**src/rtl/core/dlpc_pkg.sv**
```systemverilog
package dlpc_pkg;

   localparam int REF_W   = 24;
   localparam int ERR_W   = 25;
   localparam int DIFF_W  = 26;
   localparam int GAIN_W  = 32;
   localparam int DRIVE_W = 17;
   localparam int IDX_W   = 3;
   localparam int OUT_FRAC_BITS = 12;

   typedef enum logic [1:0] {
      OP_POS   = 2'd0,
      OP_FORCE = 2'd1,
      OP_CLEAR = 2'd2
   } op_type;

   localparam logic [IDX_W-1:0] REG_POS_P   = 3'd0;
   localparam logic [IDX_W-1:0] REG_POS_I   = 3'd1;
   localparam logic [IDX_W-1:0] REG_POS_D   = 3'd2;
   localparam logic [IDX_W-1:0] REG_FORCE_P = 3'd3;
   localparam logic [IDX_W-1:0] REG_FORCE_I = 3'd4;
   localparam logic [IDX_W-1:0] REG_FORCE_D = 3'd5;
   localparam logic [IDX_W-1:0] REG_MOTOR_K = 3'd6;

   localparam logic signed [GAIN_W-1:0] RST_POS_P   = 32'sd31038;
   localparam logic signed [GAIN_W-1:0] RST_POS_I   = 32'sd252;
   localparam logic signed [GAIN_W-1:0] RST_POS_D   = 32'sd88080;
   localparam logic signed [GAIN_W-1:0] RST_FORCE_P = 32'sd148101;
   localparam logic signed [GAIN_W-1:0] RST_FORCE_I = 32'sd59240;
   localparam logic signed [GAIN_W-1:0] RST_FORCE_D = 32'sd0;
   localparam logic signed [GAIN_W-1:0] RST_MOTOR_K = 32'sd380105;

   // 1/4096 A units: 10 A, -1 A, 6 A, -2 A
   localparam logic signed [DRIVE_W-1:0] POS_HI_LIM   = 17'sd40960;
   localparam logic signed [DRIVE_W-1:0] POS_LO_LIM   = -17'sd4096;
   localparam logic signed [DRIVE_W-1:0] FORCE_HI_LIM = 17'sd24576;
   localparam logic signed [DRIVE_W-1:0] FORCE_LO_LIM = -17'sd8192;

endpackage

```
**src/rtl/core/dlpc_err_state.sv**
```systemverilog
module dlpc_err_state
   import dlpc_pkg::*;
#(
   parameter int SUM_BITS = 48
) (
   input  logic                       clock,
   input  logic                       reset,
   input  logic                       advance,
   input  op_type                     op,
   input  logic signed [REF_W-1:0]    reference,
   input  logic signed [REF_W-1:0]    measured,
   output logic signed [ERR_W-1:0]    err,
   output logic signed [DIFF_W-1:0]   diff,
   output logic signed [SUM_BITS-1:0] sum
);

   localparam logic signed [SUM_BITS-1:0] SUM_MAX = {1'b0, {(SUM_BITS-1){1'b1}}};
   localparam logic signed [SUM_BITS-1:0] SUM_MIN = {1'b1, {(SUM_BITS-1){1'b0}}};

   logic signed [ERR_W-1:0]    pos_prev_ff, pos_prev_in;
   logic signed [ERR_W-1:0]    force_prev_ff, force_prev_in;
   logic signed [SUM_BITS-1:0] pos_sum_ff, pos_sum_in;
   logic signed [SUM_BITS-1:0] force_sum_ff, force_sum_in;

   logic signed [SUM_BITS:0]   pos_wide;
   logic signed [SUM_BITS:0]   force_wide;
   logic signed [SUM_BITS-1:0] pos_sat;
   logic signed [SUM_BITS-1:0] force_sat;

   assign err = ERR_W'(reference) - ERR_W'(measured);

   assign pos_wide   = (SUM_BITS+1)'(pos_sum_ff) + (SUM_BITS+1)'(err);
   assign force_wide = (SUM_BITS+1)'(force_sum_ff) + (SUM_BITS+1)'(err);

   always_comb begin
      if (pos_wide[SUM_BITS] != pos_wide[SUM_BITS-1]) begin
         pos_sat = pos_wide[SUM_BITS] ? SUM_MIN : SUM_MAX;
      end else begin
         pos_sat = pos_wide[SUM_BITS-1:0];
      end
      if (force_wide[SUM_BITS] != force_wide[SUM_BITS-1]) begin
         force_sat = force_wide[SUM_BITS] ? SUM_MIN : SUM_MAX;
      end else begin
         force_sat = force_wide[SUM_BITS-1:0];
      end
   end

   always_comb begin
      pos_prev_in   = pos_prev_ff;
      pos_sum_in    = pos_sum_ff;
      force_prev_in = force_prev_ff;
      force_sum_in  = force_sum_ff;
      diff          = '0;
      sum           = '0;
      unique case (op)
         OP_POS: begin
            diff        = DIFF_W'(err) - DIFF_W'(pos_prev_ff);
            sum         = pos_sat;
            pos_prev_in = err;
            pos_sum_in  = pos_sat;
         end
         OP_FORCE: begin
            diff          = DIFF_W'(err) - DIFF_W'(force_prev_ff);
            sum           = force_sat;
            force_prev_in = err;
            force_sum_in  = force_sat;
         end
         OP_CLEAR: begin
            pos_prev_in   = '0;
            pos_sum_in    = '0;
            force_prev_in = '0;
            force_sum_in  = '0;
         end
         default: begin
         end
      endcase
   end

   always_ff @(posedge clock) begin
      if (reset) begin
         pos_prev_ff   <= '0;
         pos_sum_ff    <= '0;
         force_prev_ff <= '0;
         force_sum_ff  <= '0;
      end else if (advance) begin
         pos_prev_ff   <= pos_prev_in;
         pos_sum_ff    <= pos_sum_in;
         force_prev_ff <= force_prev_in;
         force_sum_ff  <= force_sum_in;
      end
   end

endmodule

```
**config.mk**
```make
export PLATFORM = sky130hd
export DESIGN_NAME = dlpc_err_state
export DESIGN_NICKNAME = d
export VERILOG_FILES = /design/src/rtl/core/dlpc_pkg.sv /design/src/rtl/core/dlpc_err_state.sv
export SDC_FILE = /design/constraint.sdc
export NUM_CORES = 1
export LEC_CHECK = 0
export BUFFER_PORTS_ARGS = -buffer_cell sky130_fd_sc_hd__buf_4
export CAP_MARGIN = 10
export CORE_MARGIN = 2
export CORE_UTILIZATION = 60
export CTS_CLUSTER_SIZE = 16
export DETAILED_ROUTE_END_ITERATION = 16
export PLACE_DENSITY = 0.79
export SETUP_SLACK_MARGIN = 0.4
export SKIP_CTS_REPAIR_TIMING = 1
export SLEW_MARGIN = 20
export SYNTH_ARGS = -nofsm -noshare
export SYNTH_HDL_FRONTEND = slang
export SYNTH_SLANG_ARGS = --single-unit
```
**constraint.sdc**
```tcl
create_clock -name clock -period 19.4 [get_ports clock]
set_input_delay 0.97 -clock clock [delete_from_list [all_inputs] [get_ports clock]]
set_output_delay 0.97 -clock clock [all_outputs]
set_load 0.01 [all_outputs]
```
Word level (Yosys, flattened, before mapping). Index checks and enable logic that the tools add are counted. Widths: inputs -> output; s select.

Eq/ne operators: 4. Add/subtract/negate cells: 5. Multiplexer cells: 10. Reduce and logical (&&, ||, !) cells: 5.

Operators with widths (number): $pmux 48 s2 (3); $mux 48 (4); $pmux 25 s2 (2); $add 48x25->49 (2); $pmux 26 s2 (1); $sub 25x25->26 (2); $sub 24x24->25 (1); $reduce_and 2->1 (2); $reduce_bool 2->1 (2); $eq 2x1->1 const B (1); $eq 2x2->1 const B (1); $logic_not 2->1 (1); $ne 1x1->1 (2).

Output and inout bits: 99. Input bits: 53. Word-level logic and storage cells: 28. Register bits: 146.

Depth between registers and ports, before layout. Gate-level depths: netlist of the first run.

Word-level depth: 5. Depth in mapped cells: 29. Depth with buffers taken out: 26.

Worst setup path after synthesis of the first run. No wires, ideal clock.

Kind: input port to output port. Start point: input reference[0]. End point: output sum[34]. Path slack: 11355 ps. Arrival: 7075 ps. Buffers on the path: 2. Required time: 18430 ps. Cell stages on the path: 26. Cells stage by stage: inv_1 ha_1 fa_1 nand2b_1 a21oi_1 o21ai_0 a211oi_1 nor2_1 a21oi_1 a41o_1 o21a_1 o21ai_0 a31oi_1 inv_1 ha_1 buf_2 nand4_2 or4_1 o221ai_1 a31oi_1 o31ai_4 a31oi_4 nor3_2 buf_2 nor2_1 o21ai_0.

Word-level cells in the longest chain between the ends: 5. Elaborated cells between the ends (all ways): 10. Classes of those cells: 3 x add/sub; 2 x eq/ne; 5 x mux.

RTL lines: start, declared (line dlpc_err_state.sv:10) `input logic signed [REF_W-1:0] reference,`; $sub 24x24->25 * (line dlpc_err_state.sv:30) `assign err = ERR_W'(reference) - ERR_W'(measured);`; named net err[24] (line dlpc_err_state.sv:12) `output logic signed [ERR_W-1:0] err,`; $add 48x25->49 (on tied branches) (line dlpc_err_state.sv:33, dlpc_err_state.sv:32); $mux 48, or another cell as far along (line dlpc_err_state.sv:42) `force_sat = force_wide[SUM_BITS] ? SUM_MIN : SUM_MAX;`; $mux 48 (on tied branches) (line dlpc_err_state.sv:41, dlpc_err_state.sv:36); $pmux 48 s2 * (line dlpc_err_state.sv:55) `unique case (op)`; end, declared (line dlpc_err_state.sv:14) `output logic signed [SUM_BITS-1:0] sum`.

Mark *: on every way through the listed nets, which the timed path passes. The rest lies on a longest branch.

Worst setup path in the final report of the first run.
Start point: input reference[0]. End point: output sum[27].

Word-level cells in the longest chain between the ends: 5. Elaborated cells between the ends (all ways): 10. Classes of those cells: 3 x add/sub; 2 x eq/ne; 5 x mux.

RTL lines (line): $sub 24x24->25 * (dlpc_err_state.sv:30); $add 48x25->49 (on tied branches) (dlpc_err_state.sv:33, dlpc_err_state.sv:32); $mux 48, or another cell as far along (dlpc_err_state.sv:42); $mux 48 (on tied branches) (dlpc_err_state.sv:41, dlpc_err_state.sv:36); $pmux 48 s2 * (dlpc_err_state.sv:55).

Mark *: on every way between the ends. The rest lies on a longest branch, timed or not.

==> results of run 1 <==
-- synthesized netlist by cell type (4+ instances only) --
| cell type | n | area [sq um] |
|---|---|---|
| o31ai_1 | 10 | 75.1 |
| and4_1 | 5 | 43.8 |
| nand2b_1 | 23 | 144 |
| a221oi_1 | 4 | 35.0 |
| a211o_1 | 4 | 35.0 |
| fa_1 | 4 | 80.1 |
| xor2_1 | 46 | 403 |
| a211oi_1 | 10 | 75.1 |
| a21oi_2 | 5 | 43.8 |
| o2bb2ai_1 | 11 | 96.3 |
| mux2i_1 | 24 | 240 |
| o21bai_1 | 26 | 195 |
| nor2_1 | 162 | 608 |
| o21ai_0 | 127 | 636 |
| and3_1 | 8 | 50.1 |
| buf_4 | 7 | 52.6 |
| o211ai_1 | 14 | 105 |
| a31o_2 | 5 | 43.8 |
| o21a_1 | 13 | 97.6 |
| nor4_1 | 5 | 31.3 |
| nand4_1 | 23 | 144 |
| o21ai_1 | 6 | 30.0 |
| and2_1 | 8 | 50.1 |
| a21oi_1 | 193 | 966 |
| xnor2_1 | 81 | 709 |
| dfxtp_1 | 146 | 2920 |
| nor2b_1 | 25 | 156 |
| nand2_1 | 172 | 646 |
| a21o_1 | 63 | 473 |
| a22oi_1 | 8 | 60.1 |
| clkbuf_1 | 68 | 255 |
| ha_1 | 150 | 1880 |
| a221o_1 | 28 | 280 |
| or2_2 | 7 | 43.8 |
| a22o_1 | 61 | 534 |
| inv_1 | 63 | 236 |
| a31oi_1 | 20 | 125 |
| o22ai_1 | 13 | 81.3 |
| a21boi_0 | 6 | 45.0 |
| nor3_1 | 28 | 140 |
| nand3_1 | 25 | 125 |
| buf_2 | 13 | 65.1 |
-- state kept, by name (all words and copies together), names as in the netlist --
signal         flops
pos_sum_ff        48
force_sum_ff      48
force_prev_ff     25
pos_prev_ff       25
-- layout make-up --
cell class                      instances  area [sq um]
Clock buffer                           19           433
Clock inverter                         13           174
Fill cell                            1922          6960
Inverter                               63           236
Multi-Input combinational cell       1474         10100
Sequential cell                       146          2920
Tap cell                              285           357
Timing Repair Buffer                  172          1290
-- placed cells by master, fill, tap and decap left out, drive strengths merged, types with 5 or more instances in the layout --
master / netlist / layout
xor2: 46 / 46
nand2: 172 / 172
o21ai: 134 / 134
o31ai: 12 / 12
ha: 150 / 150
nor4: 6 / 6
nor2: 163 / 163
a31oi: 21 / 21
a22o: 61 / 61
a221o: 28 / 28
or2: 7 / 7
and4: 5 / 5
o211ai: 14 / 14
mux2i: 24 / 24
nand2b: 23 / 23
dfxtp: 146 / 146
and3: 8 / 8
a22oi: 8 / 8
a21o: 63 / 63
nand4: 24 / 24
buf: 23 / 172
o22ai: 13 / 13
a21boi: 6 / 6
o21a: 13 / 13
o2bb2ai: 11 / 11
o21bai: 26 / 26
clkbuf: 68 / 19
and2: 10 / 10
nor2b: 25 / 25
a211oi: 11 / 11
nand3: 25 / 25
xnor2: 81 / 81
nor3: 29 / 29
a21oi: 200 / 200
inv: 63 / 69
a31o: 5 / 5
-- where the power goes --
| group | internal, W | switching [W] | total [W] |
|---|---|---|---|
| Sequential | 0.000327 | 0.0000174 | 0.000344 |
| Combinational | 0.000325 | 0.000498 | 0.000823 |
| Clock | 0.000205 | 0.000149 | 0.000354 |
-- worst max-delay path, stage by stage --
cell,delay (ns)
buf_4,0.07
inv_1,0.03
ha_1,0.22
fa_1,0.42
nand2b_1,0.16
a21oi_1,0.19
o21ai_0,0.16
a211oi_1,0.62
nor2_1,0.12
a21oi_1,0.49
a41o_1,0.28
o21a_1,0.13
o21ai_0,0.10
a31oi_1,0.31
inv_1,0.08
buf_4,0.33
ha_1,0.54
nand4_2,0.18
or4_1,0.53
o221ai_1,0.21
a31oi_1,0.13
o31ai_4,0.41
a31oi_4,0.23
nor3_4,0.96
o21a_1,0.28
nand2_1,0.06
o21ai_0,0.18
buf_4,0.19
-- logic make-up after synthesis --
kind of cell | Yosys count | synth area share (%)
compound gates | 658 | 32.1
simple gates | 508 | 17.1
fa+ha+maj | 155 | 14.5
buf+inv | 154 | 4.68
flops | 146 | 21.5
xor+xnor | 127 | 8.19
mux | 26 | 1.94
-- routing by layer --
metal | track usage (%) | wire length [um] | vias up
met2 | 58.6 | 19800 | 705
met5 | 0 | 0 | -
met4 | 15.8 | 1900 | 0
li1 | - | - | 6724
met1 | 49.0 | 19000 | 6698
met3 | 7.17 | 4240 | 134
-- final timing paths --
kind                                      from                       endpoint  slack (ns)  cells after the start
setup / recovery                  reference[0]                        sum[27]        9.79                     28
setup reg to reg  force_sum_ff[0]$_SDFFE_PP0P_  force_sum_ff[40]$_SDFFE_PP0P_       14.71                     13
hold reg to reg    pos_sum_ff[23]$_SDFFE_PP0P_    pos_sum_ff[23]$_SDFFE_PP0P_        0.45                      2
hold / removal     pos_sum_ff[23]$_SDFFE_PP0P_    pos_sum_ff[23]$_SDFFE_PP0P_        0.45                      2
-- stage by stage --
step	total power [W]	utilization (%)	instances	hold slack (ns)	setup WS (ns)
after detailed placement	0.00115	66.2	2140	0.440	9.91
after floorplan	0.000897	-	1774	0.419	11.36
after global placement	0.00114	66.2	2140	0.430	10.06
after CTS	0.00150	68.9	2172	0.449	9.89
after global routing	0.00161	69.0	2172	0.478	9.34
final	0.00152	69.0	2172	0.451	9.79
==> run summary, run 1 <==
Status = finished clean
Asr flop ratio synth = 0%
Congestion Overflow GR = 0
Core Area = 22400 sq um
DP Wirelength = 33100 um
Clock Pin Slew Worst Setup and Hold Paths = 0.06 ns
Initial antenna violation count = 0
Area growth, synth to finish = 14.0%
Drt first pass iters = 6
YS warnings = 0
Worst Max-Slew Pin Slew = 1.13 ns
Worst vdd ir = 0.0554 mV
CTS tree = done
DRT iter0 DRCs = 1299
Sequential fraction of the synthesis area = 21.5%
Clock insertion delay at the later pin of the skew report = 0.44 ns
Max Fclk = 0.104 GHz
RePlAce Congestion = 1.00
Cell area after layout = 15500 sq um
Hold Violations, Final = 0
Slew HR = 24.8%
Area of the mapped netlist = 13600 sq um
Startpoint types = input port
Setup-failing EPs final = 0
Proportion of layout cells with a drive suffix above 1 = 12.8%
Die height = 154 um
Area of the die = 23800 sq um
N_diodes = 0
Crit-path max FO = 50
IO Count = 152
Largest net degree at the start of global routing = 58
Post-synth top flop = dfxtp_1
Drt total wl = 45000 um
Setup TNS = 0 ns
Number of synthesized flops with an enable pin = 0
Port Buf Inserts = 151
Global-route wire length before repair = 70900 um
Placed instance area = 14900 sq um
Max-slew violations = 0
Setup crit end kind = primary output
Vias in the first global route = 13600
Avg Cell Area, Syn = 7.65 sq um
Cell Rows = 55
Setup CP Type = input port to primary output
Crit path DAT = 8.64 ns
CTS max path bufs = 2
Synth Instances = 1774
WL/cell = 20.7 um
Vias after detailed routing = 14300
Synthesized flop and latch total = 146
Die Width = 154 um
Max-cap violations = 0
Power Dens Cells = 98.3 nW/um^2
Remaining DRCs = 0
Effective utilization at floorplan = 60.5%
Unrepaired setup endpoints after global routing = no
Worst Hold Class = flip-flop to flip-flop
Clk_skew = 0.0102 ns
CP required = 18.43 ns
Clock root cell = clkbuf_16
Syn Nets = 1981
Vias/cell = 6.57
H-tree levels = 4
Tot GR Track Use = 36.9%
CTS Sinks = 146
Cts bufs inserted = 17
Final period util = 49.5%
Crit path time final = 9.61 ns
NumNets Final = 2081
Leakage power = 6.98 nW
Distinct cells, synth = 76
Antenna-violating nets left = 0
(Power assumes the default switching activity.)
==> run 2: changes to the inputs <==
==> constraint.sdc (replaced) <==
create_clock -name clock -period 9.3 [get_ports clock]
set_input_delay 0.465 -clock clock [delete_from_list [all_inputs] [get_ports clock]]
set_output_delay 0.465 -clock clock [all_outputs]
set_load 0.01 [all_outputs]
==> run 2 against run 1 <==
Net effect: routed wire length is 2.0% higher; die area stayed put; power is 110% higher; sequential power is 110% higher; via count is 0.31% lower; non-clock buffer count is 10 higher; worst setup slack worse by 8.8 ns; global-route usage is 0.28 points higher.
==> run summary, run 2 (same netlist as run 1, synthesis figures left out) <==
Status = finished clean
Crit-path max cell delay = 0.49 ns (-0.47 ns)
Worst Hold Class = flip-flop to flip-flop
Proportion of layout cells with a drive suffix above 1 = 13.4% (+0.63 points)
Area growth, synth to finish = 14.4%
Crit-path max FO = 40 (-20%)
Congestion Overflow GR = 0 (unchanged)
Crit path DAT = 7.86 ns (-0.78 ns)
Commonest non-fill, non-tap cells in the layout = a21oi_1 (193), buf_4 (182), nand2_1 (172)
Tot GR Track Use = 37.2% (+0.28 points)
Die Width = 154 um (unchanged)
Routing usage on met2 = 58.5% (-0.11 points)
Most Crowded Layer GR = met2
Hold Violations, Final = 0 (unchanged)
Clock root cell = clkbuf_16
Cts bufs inserted = 17 (unchanged)
Clock Pin Slew Worst Setup and Hold Paths = 0.07 ns (about the same)
IO Count = 152 (unchanged)
DP Wirelength = 34100 um (+2.9%)
Tightest hold margin = 0.454 ns (+0.00298 ns)
Vias/cell = 6.52 (-0.72%)
NumNets Final = 2091 (+0.48%)
Met1 usage = 48.4% (-0.59 points)
Setup crit end kind = primary output
Setup CP Type = input port to primary output
Clk_skew = 0.0127 ns (+0.00243 ns)
Crit path time final = 8.33 ns
RePlAce Congestion = 1.01 (+1.2%)
Commonest non-fill, non-tap cell in the layout = a21oi_1
Startpoint types = input port
Initial antenna violation count = 0 (unchanged)
H-tree levels = 4 (unchanged)
Antenna-violating nets left = 0 (unchanged)
CP required = 8.84 ns (-9.59 ns)
Setup TNS = 0 ns (unchanged)
Hold Crit Depth = 2 (unchanged)
N_diodes = 0 (unchanged)
Fin util = 69.3% (+0.28 points)
Reg2Reg Depth = 15 (+2)
Drt total wl = 45800 um (+2.0%)
Die height = 154 um (unchanged)
Max-slew violations = 0 (unchanged)
DRT iter0 DRCs = 1387 (+6.8%)
Vias after detailed routing = 14200 (-0.31%)
Unrepaired setup endpoints after global routing = no
Core Area = 22400 sq um (unchanged)
Final Power = 0.00316 W (+110%)
Vias in the first global route = 13200 (-2.7%)
WL/cell = 21.0 um (+1.5%)
Biggest regs = force_sum_ff (48), pos_sum_ff (48)
Remaining DRCs = 0 (unchanged)
Setup WS pre-CTS = 0.917 ns (-8.99 ns)
Global-route wire length before repair = 70700 um (-0.29%)
Max Fclk = 0.120 GHz
CTS tree = done
Power Dens Cells = 204 nW/um^2 (+110%)
Drt first pass iters = 7 (+1)
Cell Rows = 55 (unchanged)
Crit-path slowest cell = and2_0
Max-cap violations = 0 (unchanged)
Leakage power = 7.02 nW (+0.62%)
Worst vdd ir = 0.103 mV (+86%)
Largest net degree at the start of global routing = 58 (unchanged)
Worst Setup Slack, final = 0.972 ns (-8.82 ns)
CTS max path bufs = 2 (unchanged)
Effective utilization at floorplan = 60.5% (unchanged)
Met3 Use GR = 8.91% (+1.7 points)
Most frequent CP cell = buf_4
Setup-failing EPs final = 0 (unchanged)
Port Buf Inserts = 151 (unchanged)
Final period util = 89.5%
Clock insertion delay at the later pin of the skew report = 0.44 ns (about the same)
Area of the die = 23800 sq um (unchanged)
Slew HR = 26.0% (+1.3 points)
Worst Max-Slew Pin Slew = 1.11 ns (-0.0182 ns)
CTS Sinks = 146 (unchanged)
[run 2: power by group]
| group | internal (W) | switching, W | leakage, nW |
|---|---|---|---|
| sequential | 0.000681 | 0.0000355 | 1.19 |
| clock | 0.000395 | 0.000311 | 0.282 |
| combinational | 0.000687 | 0.00105 | 5.55 |
| total | 0.00176 | 0.00140 | 7.02 |
[run 2: layout make-up]
class | count | area, sq um
Fill cell | 1913 | 6900
Clock buffer | 20 | 467
Sequential cell | 146 | 2920
Inverter | 63 | 236
Clock inverter | 11 | 118
Tap cell | 285 | 357
Timing Repair Buffer | 182 | 1370
Multi-Input combinational cell | 1474 | 10100
[run 2: metrics by stage]
step,cell area (sq um),cells
after global routing,15500,2181
final,15500,2181
after global placement,14900,2150
after detailed placement,14900,2150
after floorplan,13600,1774
after CTS,15500,2181
[run 2: routing by layer]
layer	share of wire [%]	vias to the layer above
li1	-	6739
met1	42	6643
met2	44	704
met3	9.3	131
met4	4.4	0
met5	0	-
[run 2: critical path: cells and delay by family]
family                   cells  cell delay [ns]
buffers and inverters        6             1.41
adder cells (fa/ha/maj)      3             1.10
AO/OA/AOI/OAI               11             3.13
AND/OR/NAND/NOR              8             1.46
multiplexers                 1             0.27
[run 2: final timing paths]
| kind | startpoint | to | slack [ns] |
|---|---|---|---|
| worst min-delay path | pos_prev_ff[8]$_SDFFE_PP0P_ | pos_prev_ff[8]$_SDFFE_PP0P_ | 0.45 |
| worst min register to register | pos_prev_ff[8]$_SDFFE_PP0P_ | pos_prev_ff[8]$_SDFFE_PP0P_ | 0.45 |
| worst max register to register | pos_sum_ff[0]$_SDFFE_PP0P_ | pos_sum_ff[35]$_SDFFE_PP0P_ | 4.69 |
| worst max-delay path | reference[0] | sum[18] | 0.97 |
